$ cat src/rtl/ltmp_pkg.sv
package ltmp_pkg;

  localparam int unsigned MaxStations = 8;
  localparam int unsigned StIdxW = 3;
  localparam int unsigned CntW = 4;

  // register indexes on the configuration port
  localparam logic [2:0] RegTrackLen  = 3'd0;
  localparam logic [2:0] RegLineSpeed = 3'd1;
  localparam logic [2:0] RegAccel     = 3'd2;
  localparam logic [2:0] RegBrake     = 3'd3;
  localparam logic [2:0] RegDwell     = 3'd4;
  localparam logic [2:0] RegStCount   = 3'd5;

  localparam logic OpTick  = 1'b0;
  localparam logic OpWrite = 1'b1;

  // datapath commands issued by the controller states
  typedef enum logic [3:0] {
    CmdNone   = 4'd0,
    CmdLoad   = 4'd1,
    CmdDwell  = 4'd2,
    CmdCruise = 4'd3,
    CmdDist   = 4'd4,
    CmdProd   = 4'd5,
    CmdSqrt   = 4'd6,
    CmdVel    = 4'd7,
    CmdMove   = 4'd8,
    CmdFinish = 4'd9,
    CmdReport = 4'd10
  } cmd_e;

  typedef struct packed {
    cmd_e cmd;
  } ctrl_t;

  typedef struct packed {
    logic is_write;
    logic dt_zero;
    logic dwell;
    logic no_st;
    logic sqrt_done;
  } stat_t;

endpackage

$ cat src/rtl/ltmp_ctrl.sv
module ltmp_ctrl (
  input  logic            clk_i,
  input  logic            rst_ni,
  input  logic            in_valid_i,
  output logic            in_stall_o,
  output logic            out_valid_o,
  input  logic            out_stall_i,
  input  ltmp_pkg::stat_t stat_i,
  output ltmp_pkg::ctrl_t ctrl_o
);

  typedef enum logic [10:0] {
    StIdle   = 11'b00000000001,
    StDecide = 11'b00000000010,
    StDist   = 11'b00000000100,
    StProd   = 11'b00000001000,
    StSqrt   = 11'b00000010000,
    StVel    = 11'b00000100000,
    StMove   = 11'b00001000000,
    StFinish = 11'b00010000000,
    StReport = 11'b00100000000,
    StOut    = 11'b01000000000,
    StCruise = 11'b10000000000
  } state_e;

  state_e state_q, state_d;
  ltmp_pkg::cmd_e cmd;

  assign in_stall_o  = (state_q != StIdle);
  assign out_valid_o = (state_q == StOut);

  // sequencing of one word
  always_comb begin
    state_d = state_q;
    cmd     = ltmp_pkg::CmdNone;
    case (state_q)
      StIdle: begin
        if (in_valid_i) begin
          state_d = StDecide;
          cmd     = ltmp_pkg::CmdLoad;
        end
      end
      StDecide: begin
        if (stat_i.is_write || stat_i.dt_zero) begin
          state_d = StReport;
        end else if (stat_i.dwell) begin
          cmd     = ltmp_pkg::CmdDwell;
          state_d = StReport;
        end else if (stat_i.no_st) begin
          state_d = StCruise;
        end else begin
          state_d = StDist;
        end
      end
      StCruise: begin
        // speed first, then the move and wrap share the station path
        cmd     = ltmp_pkg::CmdCruise;
        state_d = StMove;
      end
      StDist: begin
        cmd     = ltmp_pkg::CmdDist;
        state_d = StProd;
      end
      StProd: begin
        cmd     = ltmp_pkg::CmdProd;
        state_d = StSqrt;
      end
      StSqrt: begin
        // iterate while bits remain; the last cycle only hands over
        if (stat_i.sqrt_done) begin
          state_d = StVel;
        end else begin
          cmd = ltmp_pkg::CmdSqrt;
        end
      end
      StVel: begin
        cmd     = ltmp_pkg::CmdVel;
        state_d = StMove;
      end
      StMove: begin
        cmd     = ltmp_pkg::CmdMove;
        state_d = StFinish;
      end
      StFinish: begin
        cmd     = ltmp_pkg::CmdFinish;
        state_d = StReport;
      end
      StReport: begin
        cmd     = ltmp_pkg::CmdReport;
        state_d = StOut;
      end
      StOut: begin
        if (!out_stall_i) state_d = StIdle;
      end
      default: state_d = StIdle;
    endcase
  end

  assign ctrl_o.cmd = cmd;

  always_ff @(posedge clk_i or negedge rst_ni) begin
    if (!rst_ni) begin
      state_q <= StIdle;
    end else begin
      state_q <= state_d;
    end
  end

  // a word is only shown after the report step
  a_out_after_report: assert property (@(posedge clk_i) disable iff (!rst_ni)
    $rose(out_valid_o) |-> $past(state_q) == StReport)
    else $error("output without report");
  a_no_take_busy: assert property (@(posedge clk_i) disable iff (!rst_ni)
    out_valid_o |-> in_stall_o)
    else $error("input taken while result pending");
  a_sqrt_leaves: assert property (@(posedge clk_i) disable iff (!rst_ni)
    (state_q == StSqrt && stat_i.sqrt_done) |=> state_q == StVel)
    else $error("square root did not end");

endmodule

$ cat config.mk
export PLATFORM = sky130hd
export DESIGN_NAME = ltmp_ctrl
export DESIGN_NICKNAME = d
export VERILOG_FILES = /design/src/rtl/ltmp_pkg.sv /design/src/rtl/ltmp_ctrl.sv
export SDC_FILE = /design/constraint.sdc
export NUM_CORES = 1
export LEC_CHECK = 0
export BUFFER_PORTS_ARGS = -buffer_cell sky130_fd_sc_hd__buf_2
export CORE_AREA = 3 3 40 42
export DETAILED_ROUTE_END_ITERATION = 7
export DIE_AREA = 0 0 43 45
export PLACE_DENSITY_LB_ADDON = 0.15
export SKIP_CTS_REPAIR_TIMING = 1
export SLEW_MARGIN = 30
export SYNTH_ARGS = -nofsm -noshare
export SYNTH_HDL_FRONTEND = slang
export SYNTH_SLANG_ARGS = --single-unit
$ cat constraint.sdc
create_clock -name clk_i -period 3 [get_ports clk_i]
set_input_delay 0.15 -clock clk_i [delete_from_list [all_inputs] [get_ports clk_i]]
set_output_delay 0.15 -clock clk_i [all_outputs]
set_load 0.02 [all_outputs]
Word level (Yosys, flattened, before mapping)

Cells that the tools add are included.

Flip-flop bits (word level): 11
Output and inout bits: 6
Logic and storage cells: 31

Equal/unequal tests: 15
Mux-type cells: 12
Reductions and logical operators: 3

Operator list:

| cell                                                    | count |
|---|---|
| case mux 11 bit (10 select lines)                       | 1 |
| 2-to-1 mux 11 bit                                       | 6 |
| case mux 4 bit (10 select lines)                        | 1 |
| equality test 11 x 1 -> 1 bit (second input constant)   | 1 |
| equality test 11 x 10 -> 1 bit (second input constant)  | 1 |
| equality test 11 bit (second input constant)            | 1 |
| equality test 11 x 2 -> 1 bit (second input constant)   | 1 |
| equality test 11 x 3 -> 1 bit (second input constant)   | 1 |
| equality test 11 x 4 -> 1 bit (second input constant)   | 1 |
| equality test 11 x 5 -> 1 bit (second input constant)   | 1 |
| equality test 11 x 6 -> 1 bit (second input constant)   | 1 |
| equality test 11 x 7 -> 1 bit (second input constant)   | 1 |
| equality test 11 x 8 -> 1 bit (second input constant)   | 1 |
| equality test 11 x 9 -> 1 bit (second input constant)   | 1 |
| inequality test 11 x 1 -> 1 bit (second input constant) | 1 |
| inequality test 2 bit (second input constant)           | 3 |
| 2-to-1 mux 2 bit                                        | 2 |
| 2-to-1 mux 3 bit                                        | 1 |
| AND reduction 3 bit                                     | 1 |
| OR reduction 2 bit                                      | 1 |
| logical OR 1 bit                                        | 1 |
| 2-to-1 mux 1 bit                                        | 1 |

Longest topological paths before layout

Depth after elaboration: 4
Mapped depth: 5

Worst setup path after synthesis

No wires, ideal clock.

Path type: register to output
Start point: register state_q[4]
End point: output port out_valid_o
Arrival time: 2.041 ns
Path slack: 0.809 ns
Cell stages (with the launch flop): 5
Buffers on the path: 1
Cell sequence: dfrtp_1 > clkbuf_1 > or4_1 > or3_1 > nor3b_1

Cells in the longest elaborated chain, start to end: 1

RTL lines:

| element                        | RTL line         | source |
|---|---|---|
| from (decl)                    | ltmp_ctrl.sv:26  | `state_e state_q, state_d;` |
| from (signal assigned)         | ltmp_ctrl.sv:103 | `state_q <= StIdle;` |
| from (signal assigned)         | ltmp_ctrl.sv:105 | `state_q <= state_d;` |
| equality test 11 x 10 -> 1 bit | ltmp_ctrl.sv:30  | `assign out_valid_o = (state_q == StOut);` |
| to (decl)                      | ltmp_ctrl.sv:6   | `output logic out_valid_o,` |

Every way passes these cells.

==> summary.md <==
| Metric | Value |
|---|---|
| Outcome | `complete, no violations` |
| Yosys cell types | `31` |
| # DRC | `0` |
| GRT overflow | `0` |
| DR vias | `689` |
| Routed wire per std cell | `approximately 16 um` |
| YS warnings | `0` |
| Die X | `43 um` |
| Drt total wl | `1640 um` |
| Syn avg cell area | `9.23 um2` |
| Power Dens Cells | `661 nW/um2` |
| Core area | `between 1000 and 1500 um2` |
| Antenna viol nets, final | `0` |
| Pin count of the biggest net entering global routing | `12` |
| Cells after DPL | `100` |
| Number of max-cap violations | `0` |
| Fin nets | `100` |
| Initial antenna violation count | `0` |
| Reg2reg end | `state_q[10]` |
| Tightest Pin Transition | `0.705 ns` |
| Met3 wire len | `roughly 160 um` |
| Fillcell total | `~110` |
| First-pass GRT wire length | `2810 um` |
| Final setup vio count | `0` |
| Hold endpoint | `state_q[2]` |
| Reg2reg path depth | `3` |
| Highest metal used | `met4` |
| Crit. End Element | `output port` |
| Reg-to-Reg Start | `state_q[4]` |
| WL met1 | `655 um` |
| DP HPWL | `1220 um` |
| Comb power frac | `a little over two fifths` |
| DRT Pass-1 Iters | `4` |
| Worst Hold Launch | `stat_i[1]` |
| Mapped Nets | `83` |
| Layout cells sized above 1 | `24.4%` |
| Share of power burned in registers | `38.2%` |
| Sequential share of the synthesized area | `40.5%` |
| Critical path data required time | `2.85 ns` |
| Sw frac | `40.0%` |
| Root Driver | `clkbuf_4` |
| GPL Wtd Cong | `around 0.87` |
| CTS buffer count | `3` |
| Top flop regs | `state_q (11)` |
| Die Y | `45 um` |
| Reg clk slew, reported paths | `0.07 ns` |
| CP Max Fanout | `8` |
| # H-tree levels | `1` |
| Pwr Total | `527 uW` |
| Sw power | `about 210 uW` |
| Initial Util | `53.2%` |
| Synth Cell Area | `683 um2` |
| Shortest period the worst path allows | `2.62 ns` |
| Unrepaired setup endpoints after global routing | `false` |
| Row count | `13` |
| Setup_tns | `0 ns` |
| Synth-to-Final Area Change | `16.7%` |
| Final core occ | `62.0%` |
| Hold WS | `0.0302 ns` |
| Most frequent cells in the layout | `buf_2 (14), dfrtp_1 (10), nor2_1 (6)` |
| Clk_skew | `0.00426 ns` |
| Worst hold path depth | `2` |
| Port buffer count | `14` |
| EDFF count, synth | `0` |
| FFs w/ async S/R, synth | `100%` |
| Worst setup SP type | `flop` |
| Met2 routed WL | `around 780 um` |
| Arr. time, crit path | `2.47 ns` |
| CTS tree | `built` |
| Initial DRC Count | `27` |
| Mapped Cells | `74` |
| Fin. Hold Viols | `0` |
| HP Class | `primary input to flop` |
| Setup CP Type | `flop to output port` |
| FF-to-FF setup slack | `0.95 ns` |
| Total clock sinks | `11` |
| Via/cell ratio | `around 6.6` |
| Number of global-route vias before repair | `643` |
| Max clock buf depth | `2` |
| Antenna diode count | `0` |
| Most flops, register | `state_q` |
| Largest register FFs | `11` |
| Slew Limit Fails | `0` |
| VDD IR max | `0.357 mV` |
| Gr usage total | `about a fifth` |
| #FFs+latches synth | `11` |
| LEAKAGE | `0.418 nW` |
| Prevailing post-synth register cell | `dfrtp_1` |
| Final Cycle Share | `87.3%` |
| Commonest non-fill, non-tap cell in the layout | `buf_2` |
| Worst skew pair latency | `0.27 ns` |
| Clock group share of total power | `about a fifth` |
| IO Count | `15` |
| Final std cells w/o fill | `about 110` |
| Rel. slew slack | `52.5%` |
| Cell Int Power | `316 uW` |
| Die area | `1940 um2` |
| Fmax achieved | `382 MHz` |
==> layer usage <==
layer  vias up  global-route usage [%]
met2        48                    33.2
met5         -                       0
met1       317                    22.8
met4         0                    12.0
li1        317                       -
met3         7                    5.18
==> through the flow <==
stage,worst slack (ns),area [um2]
6_report,0.382,797
3_5_place_dp,0.684,761
2_1_floorplan,0.809,683
4_1_cts,0.387,787
3_3_place_gp,0.744,761
5_1_grt,0.144,797
==> final cells by class <==
cell class	count	area, um2	area share (%)
Sequential cell	11	277	34.7
Clock buffer	4	26.3	3.30
Multi-Input combinational cell	55	377	47.3
Timing Repair Buffer	15	80.1	10.0
Inverter	5	18.8	2.35
Tap cell	15	18.8	2.35
==> cell families after synthesis <==
logic type	Yosys count	synth area share (%)
AND/OR/NAND/NOR	40	38.5
buffers and inverters	8	4.40
AO/OA/AOI/OAI	11	11.5
flip-flops	11	40.5
XOR/XNOR	4	5.13
==> worst max-delay path by stage <==
stage,slack (ns),end,from,depth (start not counted)
floorplan,0.81,out_valid_o,state_q[4],4
global placement,0.74,ctrl_o[1],state_q[4],5
detailed placement,0.68,ctrl_o[1],state_q[4],5
CTS,0.39,ctrl_o[1],state_q[4],5
global route,0.14,ctrl_o[1],state_q[4],5
finish,0.38,ctrl_o[1],state_q[4],5
==> power groups by stage <==
stage               sequential (mW)  combinational [mW]  clock (mW)
floorplan                     0.194               0.164           0
global placement              0.202               0.217           0
detailed placement            0.203               0.221           0
CTS                           0.200               0.222       0.103
global route                  0.208               0.247       0.115
finish                        0.201               0.223       0.102
==> worst max-delay path, stage by stage (launching register included) <==
cell	delay [ns]
dfrtp_1	0.46
or4_1	0.62
nor4_1	0.66
nand3_1	0.17
o2111ai_2	0.10
buf_2	0.19
==> synthesized netlist by cell type, drive strengths merged, types with 2 or more instances <==
library cell	number	area share, %
or4	6	7.7
nand2	4	2.2
dfrtp	10	37
nor3	2	1.5
inv	5	2.7
clkbuf	3	1.6
o22ai	2	1.8
o2111ai	2	3.5
nand4b	2	2.6
nor4b	2	2.6
and4b	2	2.9
xor2	3	3.8
or3	3	3.5
nand3b	2	2.2
nor2	6	3.3
nand2b	2	1.8
o21ai	4	2.9
nor4	4	3.7
Note: power is estimated with default switching activity, not from simulation.
